==> src/rtl/core/owf_pkg.sv <==
package owf_pkg;

    // Table depth and the widths that follow from it.
    localparam int WinLen = 32;
    localparam int AddrW  = $clog2(WinLen);
    localparam int LenW   = $clog2(WinLen + 1);

    // Field widths.
    localparam int SampW     = 16;
    localparam int CoefW     = 16;
    localparam int CoefIdxW  = 5;
    localparam int PosW      = 5;
    localparam int ReqW      = 2;
    localparam int StepW     = 16;
    localparam int WinRegW   = 6;
    localparam int CntW      = 17;
    localparam int ProdW     = SampW + CoefW;
    localparam int FracW     = 15;
    localparam int InDataW   = 40;
    localparam int OutDataW  = 24;
    localparam int ApbDataW  = 32;
    localparam int ApbAddrW  = 3;
    localparam int QDepth    = 2;
    localparam int QPtrW     = $clog2(QDepth);

    // Q1.15 rounding and saturation limits.
    localparam int RoundAdd = 1 << (FracW - 1);
    localparam int MaxVal   = 32767;
    localparam int MinVal   = -32768;

    typedef enum logic [ReqW-1:0] {
        REQ_LOAD   = 2'd0,
        REQ_SAMPLE = 2'd1,
        REQ_FLUSH  = 2'd2
    } t_req;

    // Register select, taken from paddr bit 2.
    typedef enum logic {
        REG_STEP    = 1'b0,
        REG_WIN_LEN = 1'b1
    } t_reg;

    typedef enum logic {
        WALK_IDLE,
        WALK_RUN
    } t_walk;

    // One frame to emit: first slot in the line store, number of stored
    // samples in it, frame length, and whether it is the done marker.
    typedef struct packed {
        logic [AddrW-1:0] start;
        logic [LenW-1:0]  have;
        logic [LenW-1:0]  len;
        logic             done;
    } t_job;

    typedef struct packed {
        logic             en;
        logic [AddrW-1:0] addr;
        logic [SampW-1:0] data;
    } t_wr;

    // (a + b) modulo WinLen, for a below WinLen and b up to WinLen.
    function automatic logic [AddrW-1:0] wrap_add(input logic [AddrW-1:0] a,
                                                  input logic [LenW-1:0] b);
        logic [LenW:0] s;
        s = (LenW+1)'(a) + (LenW+1)'(b);
        if (s >= (LenW+1)'(WinLen)) begin
            s = s - (LenW+1)'(WinLen);
        end
        return s[AddrW-1:0];
    endfunction

    // (a - b) modulo WinLen, for a below WinLen and b up to WinLen.
    function automatic logic [AddrW-1:0] wrap_sub(input logic [AddrW-1:0] a,
                                                  input logic [LenW-1:0] b);
        logic [LenW:0] s;
        s = (LenW+1)'(a) + (LenW+1)'(WinLen) - (LenW+1)'(b);
        if (s >= (LenW+1)'(WinLen)) begin
            s = s - (LenW+1)'(WinLen);
        end
        return s[AddrW-1:0];
    endfunction

endpackage

==> src/rtl/core/owf_ram.sv <==
module owf_ram #(
    parameter int Width = 16,
    parameter int Depth = 32
) (
    input  logic                     i_clk,
    input  logic                     i_we,
    input  logic [$clog2(Depth)-1:0] i_waddr,
    input  logic [Width-1:0]         i_wdata,
    input  logic                     i_re,
    input  logic [$clog2(Depth)-1:0] i_raddr,
    output logic [Width-1:0]         o_rdata
);

    logic [Width-1:0] r_mem [Depth];
    logic [Width-1:0] r_rdata;

    always_ff @(posedge i_clk) begin
        if (i_we) begin
            r_mem[i_waddr] <= i_wdata;
        end
        if (i_re) begin
            r_rdata <= r_mem[i_raddr];
        end
    end

    assign o_rdata = r_rdata;

endmodule

==> src/rtl/core/owf_front.sv <==
module owf_front (
    input  logic                              i_clk,
    input  logic                              i_rst_n,
    input  logic                              i_valid,
    output logic                              o_ready,
    input  logic [owf_pkg::ReqW-1:0]          i_req,
    input  logic [owf_pkg::SampW-1:0]         i_sample,
    input  logic [owf_pkg::CoefIdxW-1:0]      i_coef_index,
    input  logic [owf_pkg::CoefW-1:0]         i_coef_value,
    input  logic [owf_pkg::LenW-1:0]          i_len,
    input  logic [owf_pkg::StepW-1:0]         i_step,
    input  logic                              i_mem_free,
    input  logic                              i_q_full,
    output owf_pkg::t_wr                      o_line_wr,
    output owf_pkg::t_wr                      o_tab_wr,
    output logic                              o_push,
    output owf_pkg::t_job                     o_job
);

    owf_pkg::t_req                         w_req;
    logic                                  w_accept;
    logic [owf_pkg::AddrW-1:0]             r_ws;
    logic [owf_pkg::AddrW-1:0]             n_ws;
    logic signed [owf_pkg::CntW-1:0]       r_cnt;
    logic signed [owf_pkg::CntW-1:0]       n_cnt;
    logic [owf_pkg::AddrW-1:0]             w_ws_next;
    logic signed [owf_pkg::CntW:0]         w_cnt_x;
    logic signed [owf_pkg::CntW:0]         w_inc;
    logic signed [owf_pkg::CntW:0]         w_win;
    logic signed [owf_pkg::CntW:0]         w_clamp;
    logic signed [owf_pkg::CntW:0]         w_len_s;
    logic signed [owf_pkg::CntW:0]         w_step_s;
    logic signed [owf_pkg::CntW:0]         w_after_samp;
    logic signed [owf_pkg::CntW:0]         w_after_flush;
    logic                                  w_pending;
    logic [owf_pkg::LenW-1:0]              w_c;

    assign w_req    = owf_pkg::t_req'(i_req);
    assign w_accept = i_valid && o_ready;

    // Loads and samples change the memories the back end reads, so they
    // wait until it has nothing queued or running. Flushes only queue work.
    always_comb begin
        unique case (w_req)
            owf_pkg::REQ_LOAD:   o_ready = i_mem_free;
            owf_pkg::REQ_SAMPLE: o_ready = i_mem_free && !i_q_full;
            owf_pkg::REQ_FLUSH:  o_ready = !i_q_full;
            default:             o_ready = 1'b1;
        endcase
    end

    assign w_ws_next     = owf_pkg::wrap_add(r_ws, owf_pkg::LenW'(1));
    assign w_cnt_x       = $signed({r_cnt[owf_pkg::CntW-1], r_cnt});
    assign w_inc         = w_cnt_x + $signed((owf_pkg::CntW+1)'(1));
    assign w_win         = $signed((owf_pkg::CntW+1)'(owf_pkg::WinLen));
    assign w_clamp       = (w_inc > w_win) ? w_win : w_inc;
    assign w_len_s       = $signed((owf_pkg::CntW+1)'(i_len));
    assign w_step_s      = $signed((owf_pkg::CntW+1)'(i_step));
    assign w_after_samp  = w_clamp - w_step_s;
    assign w_after_flush = w_cnt_x - w_step_s;
    assign w_pending     = !r_cnt[owf_pkg::CntW-1] && (r_cnt != '0);
    // The count never exceeds the table depth, so its low bits hold it.
    assign w_c           = r_cnt[owf_pkg::LenW-1:0];

    always_comb begin
        n_ws      = r_ws;
        n_cnt     = r_cnt;
        o_push    = 1'b0;
        o_job     = '0;
        o_line_wr = '0;
        o_tab_wr  = '0;
        if (w_accept) begin
            unique case (w_req)
                owf_pkg::REQ_LOAD: begin
                    o_tab_wr.en   = 32'(i_coef_index) < owf_pkg::WinLen;
                    o_tab_wr.addr = owf_pkg::AddrW'(i_coef_index);
                    o_tab_wr.data = i_coef_value;
                end
                owf_pkg::REQ_SAMPLE: begin
                    o_line_wr.en   = 1'b1;
                    o_line_wr.addr = r_ws;
                    o_line_wr.data = i_sample;
                    n_ws           = w_ws_next;
                    if (w_clamp >= w_len_s) begin
                        o_push     = 1'b1;
                        o_job.start = owf_pkg::wrap_sub(w_ws_next, i_len);
                        o_job.have  = i_len;
                        o_job.len   = i_len;
                        n_cnt       = w_after_samp[owf_pkg::CntW-1:0];
                    end else begin
                        n_cnt = w_clamp[owf_pkg::CntW-1:0];
                    end
                end
                owf_pkg::REQ_FLUSH: begin
                    o_push = 1'b1;
                    if (w_pending) begin
                        o_job.start = owf_pkg::wrap_sub(r_ws, w_c);
                        o_job.have  = (w_c < i_len) ? w_c : i_len;
                        o_job.len   = i_len;
                        n_cnt       = w_after_flush[owf_pkg::CntW-1:0];
                    end else begin
                        // Nothing pending: a single done marker.
                        o_job.len  = owf_pkg::LenW'(1);
                        o_job.done = 1'b1;
                        n_cnt      = '0;
                    end
                end
                default: begin
                end
            endcase
        end
    end

    always_ff @(posedge i_clk) begin
        if (!i_rst_n) begin
            r_ws  <= '0;
            r_cnt <= '0;
        end else begin
            r_ws  <= n_ws;
            r_cnt <= n_cnt;
        end
    end

endmodule

==> src/rtl/core/owf_queue.sv <==
module owf_queue (
    input  logic          i_clk,
    input  logic          i_rst_n,
    input  logic          i_push,
    input  owf_pkg::t_job i_job,
    input  logic          i_pop,
    output owf_pkg::t_job o_job,
    output logic          o_empty,
    output logic          o_full
);

    owf_pkg::t_job                   r_slot [owf_pkg::QDepth];
    logic [owf_pkg::QPtrW-1:0]       r_rd;
    logic [owf_pkg::QPtrW-1:0]       r_wr;
    logic [owf_pkg::QPtrW:0]         r_count;

    assign o_empty = (r_count == '0);
    assign o_full  = (r_count == (owf_pkg::QPtrW+1)'(owf_pkg::QDepth));
    assign o_job   = r_slot[r_rd];

    always_ff @(posedge i_clk) begin
        if (i_push) begin
            r_slot[r_wr] <= i_job;
        end
    end

    always_ff @(posedge i_clk) begin
        if (!i_rst_n) begin
            r_rd    <= '0;
            r_wr    <= '0;
            r_count <= '0;
        end else begin
            if (i_push) begin
                r_wr <= r_wr + owf_pkg::QPtrW'(1);
            end
            if (i_pop) begin
                r_rd <= r_rd + owf_pkg::QPtrW'(1);
            end
            if (i_push && !i_pop) begin
                r_count <= r_count + (owf_pkg::QPtrW+1)'(1);
            end else if (i_pop && !i_push) begin
                r_count <= r_count - (owf_pkg::QPtrW+1)'(1);
            end
        end
    end

endmodule

==> src/rtl/core/owf_back.sv <==
module owf_back (
    input  logic                         i_clk,
    input  logic                         i_rst_n,
    input  logic                         i_q_empty,
    input  owf_pkg::t_job                i_job,
    output logic                         o_pop,
    output logic                         o_idle,
    output logic                         o_rd_en,
    output logic [owf_pkg::AddrW-1:0]    o_line_raddr,
    output logic [owf_pkg::AddrW-1:0]    o_tab_raddr,
    input  logic [owf_pkg::SampW-1:0]    i_line_rdata,
    input  logic [owf_pkg::CoefW-1:0]    i_tab_rdata,
    output logic                         o_valid,
    input  logic                         i_ready,
    output logic [owf_pkg::SampW-1:0]    o_value,
    output logic [owf_pkg::PosW-1:0]     o_pos,
    output logic                         o_end,
    output logic                         o_done
);

    owf_pkg::t_walk                     r_state;
    owf_pkg::t_walk                     n_state;
    owf_pkg::t_job                      r_job;
    logic [owf_pkg::AddrW-1:0]          r_p;
    logic                               w_adv;
    logic                               w_last;
    logic                               w_issue;

    logic                               r_s1_valid;
    logic [owf_pkg::PosW-1:0]           r_s1_pos;
    logic                               r_s1_pad;
    logic                               r_s1_end;
    logic                               r_s1_done;

    logic                               r_s2_valid;
    logic signed [owf_pkg::ProdW-1:0]   r_s2_prod;
    logic [owf_pkg::PosW-1:0]           r_s2_pos;
    logic                               r_s2_pad;
    logic                               r_s2_end;
    logic                               r_s2_done;

    logic signed [owf_pkg::ProdW:0]     w_sum;
    logic signed [owf_pkg::ProdW-owf_pkg::FracW:0] w_shift;
    logic signed [owf_pkg::ProdW-owf_pkg::FracW:0] w_max;
    logic signed [owf_pkg::ProdW-owf_pkg::FracW:0] w_min;
    logic [owf_pkg::SampW-1:0]          w_sat;

    logic                               r_out_valid;
    logic [owf_pkg::SampW-1:0]          r_out_value;
    logic [owf_pkg::PosW-1:0]           r_out_pos;
    logic                               r_out_end;
    logic                               r_out_done;

    // All stages move together whenever the output register can take data.
    assign w_adv  = !r_out_valid || i_ready;
    assign w_last = (owf_pkg::LenW'(r_p) + owf_pkg::LenW'(1)) == r_job.len;

    always_comb begin
        n_state = r_state;
        unique case (r_state)
            owf_pkg::WALK_IDLE: begin
                if (!i_q_empty && w_adv) begin
                    n_state = owf_pkg::WALK_RUN;
                end
            end
            owf_pkg::WALK_RUN: begin
                if (w_adv && w_last) begin
                    n_state = owf_pkg::WALK_IDLE;
                end
            end
            default: n_state = owf_pkg::WALK_IDLE;
        endcase
    end

    always_comb begin
        o_pop   = 1'b0;
        w_issue = 1'b0;
        o_idle  = 1'b0;
        unique case (r_state)
            owf_pkg::WALK_IDLE: begin
                o_pop  = !i_q_empty && w_adv;
                o_idle = 1'b1;
            end
            owf_pkg::WALK_RUN: begin
                w_issue = w_adv;
            end
            default: begin
            end
        endcase
    end

    assign o_rd_en      = w_issue;
    assign o_line_raddr = owf_pkg::wrap_add(r_job.start, owf_pkg::LenW'(r_p));
    assign o_tab_raddr  = r_p;

    always_ff @(posedge i_clk) begin
        if (!i_rst_n) begin
            r_state <= owf_pkg::WALK_IDLE;
        end else begin
            r_state <= n_state;
        end
    end

    always_ff @(posedge i_clk) begin
        if (o_pop) begin
            r_job <= i_job;
            r_p   <= '0;
        end else if (w_issue) begin
            r_p <= r_p + owf_pkg::AddrW'(1);
        end
    end

    // Rounding half up to Q1.15, then saturation.
    assign w_sum   = $signed({r_s2_prod[owf_pkg::ProdW-1], r_s2_prod})
                   + $signed((owf_pkg::ProdW+1)'(owf_pkg::RoundAdd));
    assign w_shift = w_sum[owf_pkg::ProdW:owf_pkg::FracW];
    assign w_max   = $signed((owf_pkg::ProdW-owf_pkg::FracW+1)'(owf_pkg::MaxVal));
    assign w_min   = $signed((owf_pkg::ProdW-owf_pkg::FracW+1)'(owf_pkg::MinVal));

    always_comb begin
        if (w_shift > w_max) begin
            w_sat = w_max[owf_pkg::SampW-1:0];
        end else if (w_shift < w_min) begin
            w_sat = w_min[owf_pkg::SampW-1:0];
        end else begin
            w_sat = w_shift[owf_pkg::SampW-1:0];
        end
    end

    always_ff @(posedge i_clk) begin
        if (!i_rst_n) begin
            r_s1_valid  <= 1'b0;
            r_s2_valid  <= 1'b0;
            r_out_valid <= 1'b0;
        end else if (w_adv) begin
            r_s1_valid  <= w_issue;
            r_s2_valid  <= r_s1_valid;
            r_out_valid <= r_s2_valid;
        end
    end

    always_ff @(posedge i_clk) begin
        if (w_adv) begin
            r_s1_pos    <= owf_pkg::PosW'(r_p);
            r_s1_pad    <= owf_pkg::LenW'(r_p) >= r_job.have;
            r_s1_end    <= w_last;
            r_s1_done   <= r_job.done;

            r_s2_prod   <= $signed(i_line_rdata) * $signed(i_tab_rdata);
            r_s2_pos    <= r_s1_pos;
            r_s2_pad    <= r_s1_pad;
            r_s2_end    <= r_s1_end;
            r_s2_done   <= r_s1_done;

            r_out_value <= r_s2_pad ? '0 : w_sat;
            r_out_pos   <= r_s2_pos;
            r_out_end   <= r_s2_end;
            r_out_done  <= r_s2_done;
        end
    end

    assign o_valid = r_out_valid;
    assign o_value = r_out_value;
    assign o_pos   = r_out_pos;
    assign o_end   = r_out_end;
    assign o_done  = r_out_done;

endmodule

==> src/rtl/core/overlapped_window_framer.sv <==
// Overlapped window framer: cuts a stream of signed 16-bit samples into
// frames that start every step_size samples, window_length values long,
// and multiplies each value by a loaded Q1.15 coefficient.
// Input items arrive on the s_axis channel; tuser carries the request kind
// (coefficient load, sample, or flush) and tdata the sample and coefficient
// fields. Each result item leaves on m_axis with tlast on the last value of
// a frame; tuser marks the done marker that a flush with nothing pending
// gives. Registers step_size and window_length sit on the APB port.
// A sample that completes a frame, or a flush, queues one frame job. The
// back end walks the job one value per cycle while the receiver is ready,
// through a registered memory read and a two-stage multiply. Flushes queue
// up to two jobs ahead; loads and samples wait until the back end has
// finished reading the memories, so a load or sample that follows a sample
// completing a frame is taken only once that frame has been read out.
// Reset clears the write slot, the frame count, the job queue and the
// pipeline valids; coefficients and stored samples must be written before
// use. When the receiver stalls, the whole back end holds; flushes are
// still taken until the queue is full, while loads and samples wait.
module overlapped_window_framer (
    input  logic                             i_clk,
    input  logic                             i_rst_n,

    input  logic                             s_axis_tvalid,
    output logic                             s_axis_tready,
    // [15:0] sample, [20:16] coef_index, [36:21] coef_value, [39:37] zero
    input  logic [owf_pkg::InDataW-1:0]      s_axis_tdata,
    // [1:0] req_type
    input  logic [owf_pkg::ReqW-1:0]         s_axis_tuser,

    output logic                             m_axis_tvalid,
    input  logic                             m_axis_tready,
    // [15:0] windowed_value, [20:16] position_in_frame, [23:21] zero
    output logic [owf_pkg::OutDataW-1:0]     m_axis_tdata,
    output logic                             m_axis_tlast,
    // [0] stream_done
    output logic                             m_axis_tuser,

    input  logic                             psel,
    input  logic                             penable,
    input  logic                             pwrite,
    input  logic [owf_pkg::ApbAddrW-1:0]     paddr,
    input  logic [owf_pkg::ApbDataW-1:0]     pwdata,
    output logic [owf_pkg::ApbDataW-1:0]     prdata,
    output logic                             pready
);

    logic [owf_pkg::StepW-1:0]      r_step;
    logic [owf_pkg::WinRegW-1:0]    r_win_len;
    logic                           w_cfg_wr;
    owf_pkg::t_reg                  w_reg;
    logic [owf_pkg::LenW-1:0]       w_len;
    logic [owf_pkg::StepW-1:0]      w_step;

    owf_pkg::t_wr                   w_line_wr;
    owf_pkg::t_wr                   w_tab_wr;
    logic                           w_push;
    owf_pkg::t_job                  w_push_job;
    owf_pkg::t_job                  w_head_job;
    logic                           w_pop;
    logic                           w_q_empty;
    logic                           w_q_full;
    logic                           w_back_idle;
    logic                           w_rd_en;
    logic [owf_pkg::AddrW-1:0]      w_line_raddr;
    logic [owf_pkg::AddrW-1:0]      w_tab_raddr;
    logic [owf_pkg::SampW-1:0]      w_line_rdata;
    logic [owf_pkg::CoefW-1:0]      w_tab_rdata;
    logic [owf_pkg::SampW-1:0]      w_value;
    logic [owf_pkg::PosW-1:0]       w_pos;

    // Configuration registers. Only address bit 2 selects the register.
    assign pready   = 1'b1;
    assign w_cfg_wr = psel && penable && pwrite && pready;
    assign w_reg    = owf_pkg::t_reg'(paddr[2]);

    always_ff @(posedge i_clk) begin
        if (!i_rst_n) begin
            r_step    <= owf_pkg::StepW'(16);
            r_win_len <= owf_pkg::WinRegW'(owf_pkg::WinLen);
        end else if (w_cfg_wr) begin
            unique case (w_reg)
                owf_pkg::REG_STEP:    r_step    <= pwdata[owf_pkg::StepW-1:0];
                owf_pkg::REG_WIN_LEN: r_win_len <= pwdata[owf_pkg::WinRegW-1:0];
                default: begin
                end
            endcase
        end
    end

    always_comb begin
        unique case (w_reg)
            owf_pkg::REG_STEP:    prdata = owf_pkg::ApbDataW'(r_step);
            owf_pkg::REG_WIN_LEN: prdata = owf_pkg::ApbDataW'(r_win_len);
            default:              prdata = '0;
        endcase
    end

    // A zero length acts as one, and a length beyond the table as the
    // table depth; a zero step acts as one.
    always_comb begin
        if (r_win_len == '0) begin
            w_len = owf_pkg::LenW'(1);
        end else if (32'(r_win_len) > owf_pkg::WinLen) begin
            w_len = owf_pkg::LenW'(owf_pkg::WinLen);
        end else begin
            w_len = owf_pkg::LenW'(r_win_len);
        end
    end

    assign w_step = (r_step == '0) ? owf_pkg::StepW'(1) : r_step;

    owf_front u_front (
        .i_clk        (i_clk),
        .i_rst_n      (i_rst_n),
        .i_valid      (s_axis_tvalid),
        .o_ready      (s_axis_tready),
        .i_req        (s_axis_tuser),
        .i_sample     (s_axis_tdata[15:0]),
        .i_coef_index (s_axis_tdata[20:16]),
        .i_coef_value (s_axis_tdata[36:21]),
        .i_len        (w_len),
        .i_step       (w_step),
        .i_mem_free   (w_q_empty && w_back_idle),
        .i_q_full     (w_q_full),
        .o_line_wr    (w_line_wr),
        .o_tab_wr     (w_tab_wr),
        .o_push       (w_push),
        .o_job        (w_push_job)
    );

    owf_queue u_queue (
        .i_clk   (i_clk),
        .i_rst_n (i_rst_n),
        .i_push  (w_push),
        .i_job   (w_push_job),
        .i_pop   (w_pop),
        .o_job   (w_head_job),
        .o_empty (w_q_empty),
        .o_full  (w_q_full)
    );

    // Recent samples, written in a circle at the write slot.
    owf_ram #(
        .Width (owf_pkg::SampW),
        .Depth (owf_pkg::WinLen)
    ) u_line_ram (
        .i_clk   (i_clk),
        .i_we    (w_line_wr.en),
        .i_waddr (w_line_wr.addr),
        .i_wdata (w_line_wr.data),
        .i_re    (w_rd_en),
        .i_raddr (w_line_raddr),
        .o_rdata (w_line_rdata)
    );

    // Window coefficients, one per frame position.
    owf_ram #(
        .Width (owf_pkg::CoefW),
        .Depth (owf_pkg::WinLen)
    ) u_tab_ram (
        .i_clk   (i_clk),
        .i_we    (w_tab_wr.en),
        .i_waddr (w_tab_wr.addr),
        .i_wdata (w_tab_wr.data),
        .i_re    (w_rd_en),
        .i_raddr (w_tab_raddr),
        .o_rdata (w_tab_rdata)
    );

    owf_back u_back (
        .i_clk        (i_clk),
        .i_rst_n      (i_rst_n),
        .i_q_empty    (w_q_empty),
        .i_job        (w_head_job),
        .o_pop        (w_pop),
        .o_idle       (w_back_idle),
        .o_rd_en      (w_rd_en),
        .o_line_raddr (w_line_raddr),
        .o_tab_raddr  (w_tab_raddr),
        .i_line_rdata (w_line_rdata),
        .i_tab_rdata  (w_tab_rdata),
        .o_valid      (m_axis_tvalid),
        .i_ready      (m_axis_tready),
        .o_value      (w_value),
        .o_pos        (w_pos),
        .o_end        (m_axis_tlast),
        .o_done       (m_axis_tuser)
    );

    assign m_axis_tdata = {
        (owf_pkg::OutDataW - owf_pkg::SampW - owf_pkg::PosW)'(0),
        w_pos,
        w_value
    };

endmodule

==> config.mk <==
export PLATFORM = sky130hd
export DESIGN_NAME = overlapped_window_framer
export DESIGN_NICKNAME = d
export VERILOG_FILES = /design/src/rtl/core/owf_pkg.sv /design/src/rtl/core/owf_ram.sv /design/src/rtl/core/owf_front.sv /design/src/rtl/core/owf_queue.sv /design/src/rtl/core/owf_back.sv /design/src/rtl/core/overlapped_window_framer.sv
export SDC_FILE = /design/constraint.sdc
export NUM_CORES = 2
export LEC_CHECK = 0
export BUFFER_PORTS_ARGS = -buffer_cell sky130_fd_sc_hd__buf_2
export CORE_MARGIN = 2
export CORE_UTILIZATION = 45
export DETAILED_ROUTE_END_ITERATION = 10
export GPL_TIMING_DRIVEN = 0
export SLEW_MARGIN = 20
export SYNTH_ARGS = -nofsm -noshare
export SYNTH_HDL_FRONTEND = slang
export SYNTH_SLANG_ARGS = --single-unit
==> constraint.sdc <==
create_clock -name i_clk -period 15.1 [get_ports i_clk]
set_input_delay 3.02 -clock i_clk [delete_from_list [all_inputs] [get_ports i_clk]]
set_output_delay 3.02 -clock i_clk [all_outputs]
set_load 0.01 [all_outputs]
==> flow_summary.toml <==
[global_route]
grtUsageMet1_pct = 30.67
grt_max_degree = 41
grt-ovfl-total = 0
use_met3_pct = 4.332
track_usage_pct = 21.12
grt-busiest-layer = "met2"
met2_usage_pct = 32.13
grt_pass1_vias = 32970
grt_pass1_wl_mm = 210.5
antenna_found_initial = 3

[critical_path]
crit_arrival_ps = 4380
worstSetupPathType = "input pin to output pin"
r2r_cells = 20
worstSetupEndpointType = "output pin"
critical_path_required_ps = 12080
crit_fanout = 8
crit_path_start_kind = "input pin"

[synthesis]
synth_ff_type = "edfxtp_1"
synthTopCellsByArea = "edfxtp_1 (59%), mux4_2 (12%), fa_1 (8.9%), ha_1 (3.2%), inv_1 (2.1%)"
ys_warn_count = 0
ys_ff_latch = 1224
synth_area_um2 = 59550
synth-simple-area-share_pct = 5.870
syn_avg_cell_area_um2 = 16.35
synth_area_leader_cell = "edfxtp_1"
syn_inst = 3643
synth.area.mux_share_pct = 13.23
ys_async_sr_fraction_pct = 0
synth_compound_area_share_pct = 3.150
ys_types = 73
synth_top_family_by_area = "multiplexers"
synthXorXnorAreaFrac_pct = 1.485
synth_enable_flop_cells = 1167
synthAdderAreaFrac_pct = 12.09
synth.top_cell.area_share_pct = 58.85
synth-seq-area-share_pct = 60.76

[timing]
slew_viol_final = 0
fmax_ghz = 0.1352
layout_min_cycle_time_ps = 7399
rsz0062_at_grt = "false"
finalHoldViolCount = 0
fin_crit_sh_pct = 49.00
relSlewSlack_pct = 25.48
holdWs_ps = 410.6
fin_setup_tns_ps = 0
worstMarginPinSlew_ps = 1110
fin_worst_skew_ps = 27.80
setup_viol = 0

[clock_tree]
cts_buffers = 130
cts_tree = "done"
root_buffer = "clkbuf_16"
h-tree-depth = 4
postCtsHoldBufs = 0
cts.repair.resized = 0
clk_latency_ps = 750
post_cts_buffers = 0
clk_pin_slew_worst_paths_ps = 60
clock_path_buffers = 3
clock_sinks = 1224

[floorplan]
io_pins = 145
die_area_um2 = 135300
die_w_um = 367.8
coreArea_um2 = 131500
start_util_pct = 45.30
die_y_um = 367.8
rows = 133

[placed_design]
place_congestion = 0.8554
port-buffer-count = 102
hpwl_mm = 101.8

[layout]
seq_area_um2 = 36180
fin_nets = 4464
fill_cells = 10820
synthToLayoutAreaGrowth_pct = 13.94
multi_input_area_um2 = 21620
drive_gt1_share_pct = 21.95

[drt]
ant_nets = 0
wl_mm = 140.5
drt-wirelength-per-cell_um = 24.14
via_count = 32200
viasPerCell = 5.532
dr.pass1.iters = 8
drc = 0
first_iter_violations = 3153

[min_path]
min_path_type = "flop to flop"
hold_depth = 0

[status]
status = "completed"

[flow_run]
maxCapViolCount = 0
==> cells in the final DEF, fill, tap and decap left out, types with 24 or more instances in the layout <==
cell type / n
clkbuf_16: 132
nor3_1: 24
nor2_2: 65
clkinv_1: 28
o21ai_0: 76
a21o_1: 25
buf_2: 122
mux2_2: 51
xnor2_1: 61
ha_1: 150
buf_6: 45
nand2_1: 243
nor2_1: 96
clkbuf_1: 133
dfxtp_1: 57
mux4_2: 320
a21oi_1: 77
xor2_1: 40
inv_1: 328
nand2b_1: 33
and2_2: 32
edfxtp_1: 1167
fa_1: 266
nand3_1: 30
and2_1: 101
==> final timing paths <==
check                            startpoint                              to  slack (ps)
max                         s_axis_tuser[0]                   s_axis_tready        7700
min            u_back.r_s2_pos[1]$_DFFE_PN_       u_back.o_pos[1]$_DFFE_PN_         410
min reg2reg    u_back.r_s2_pos[1]$_DFFE_PN_       u_back.o_pos[1]$_DFFE_PN_         410
max reg2reg  u_tab_ram.o_rdata[4]$_DFFE_PP_  u_back.r_s2_prod[25]$_DFFE_PN_        7890
==> kinds of logic (layout without fill, tap and decap cells) <==
family | after synthesis | after routing
and+or+nand+nor | 722 | 722
AOI/OAI and AO/OA | 290 | 290
muxes | 381 | 381
xor gates and xnor gates | 101 | 101
other | 2 | 21
adders and majority gates | 416 | 416
buffers and inverters | 507 | 910
DFF | 1224 | 1224
==> per-layer routing <==
layer / up-vias / part of all wire [%]
met5: - / 0.0093
met4: 2 / 2.9
met3: 208 / 7.5
met2: 1100 / 46
met1: 16700 / 44
li1: 14190 / -
==> state kept, by name, summed over array words and instances, names as in the netlist, 2 cells and up <==
| name | flops |
|---|---|
| u_front.r_ws | 5 |
| r_step | 16 |
| u_back.o_value | 16 |
| u_back.r_s2_prod | 18 |
| u_front.r_cnt | 17 |
| u_back.o_tab_raddr | 5 |
| u_back.o_pos | 5 |
| u_back.r_s1_pos | 5 |
| u_back.r_job | 18 |
| u_tab_ram.r_mem | 512 |
| u_tab_ram.o_rdata | 16 |
| u_queue.r_count | 2 |
| u_line_ram.o_rdata | 16 |
| u_queue.r_slot | 36 |
| r_win_len | 6 |
| u_line_ram.r_mem | 512 |
| u_back.r_s2_pos | 5 |
==> through the flow <==
stage / setup slack (ps) / cell area, µm² / instances / utilization, %
final: 7701 / 67850 / 5820 / 51.61
after global routing: 7474 / 67850 / 5819 / 51.61
after detailed placement: 7710 / 63440 / 5587 / 48.26
after global placement: 7232 / 62320 / 5518 / 47.41
after CTS: 7698 / 67840 / 5819 / 51.61
after floorplan: 8318 / 59620 / 3661 / -
==> Yosys cell counts, types with 25 or more instances <==
master    instances
a21o_1           25
a21oi_1          77
and2_1          133
clkbuf_1        115
dfxtp_1          57
edfxtp_1       1167
fa_1            266
ha_1            150
inv_1           330
mux2_2           51
mux4_2          320
nand2_1         243
nand2b_1         33
nand3_1          30
nor2_1          161
o21ai_0          76
xnor2_1          61
xor2_1           40
==> critical path, stage by stage <==
cell	delay, ps
buf_2	150
inv_1	80
ha_1	290
inv_1	290
o31ai_1	120
a21o_1	250
buf_2	170
==> final cells by class <==
cell class | count | area share (%)
Sequential cell | 1224 | 53.33
Tap cell | 1755 | 3.236
Clock buffer | 153 | 5.028
Buffer | 176 | 1.143
Inverter | 331 | 1.835
Timing Repair Buffer | 171 | 2.104
Clock inverter | 79 | 1.464
Multi-Input combinational cell | 1930 | 31.86
Antenna cell | 1 | 0.003688
Power is not shown: default switching activity piles up to over one toggle a cycle in this logic, so the estimate is an artifact.
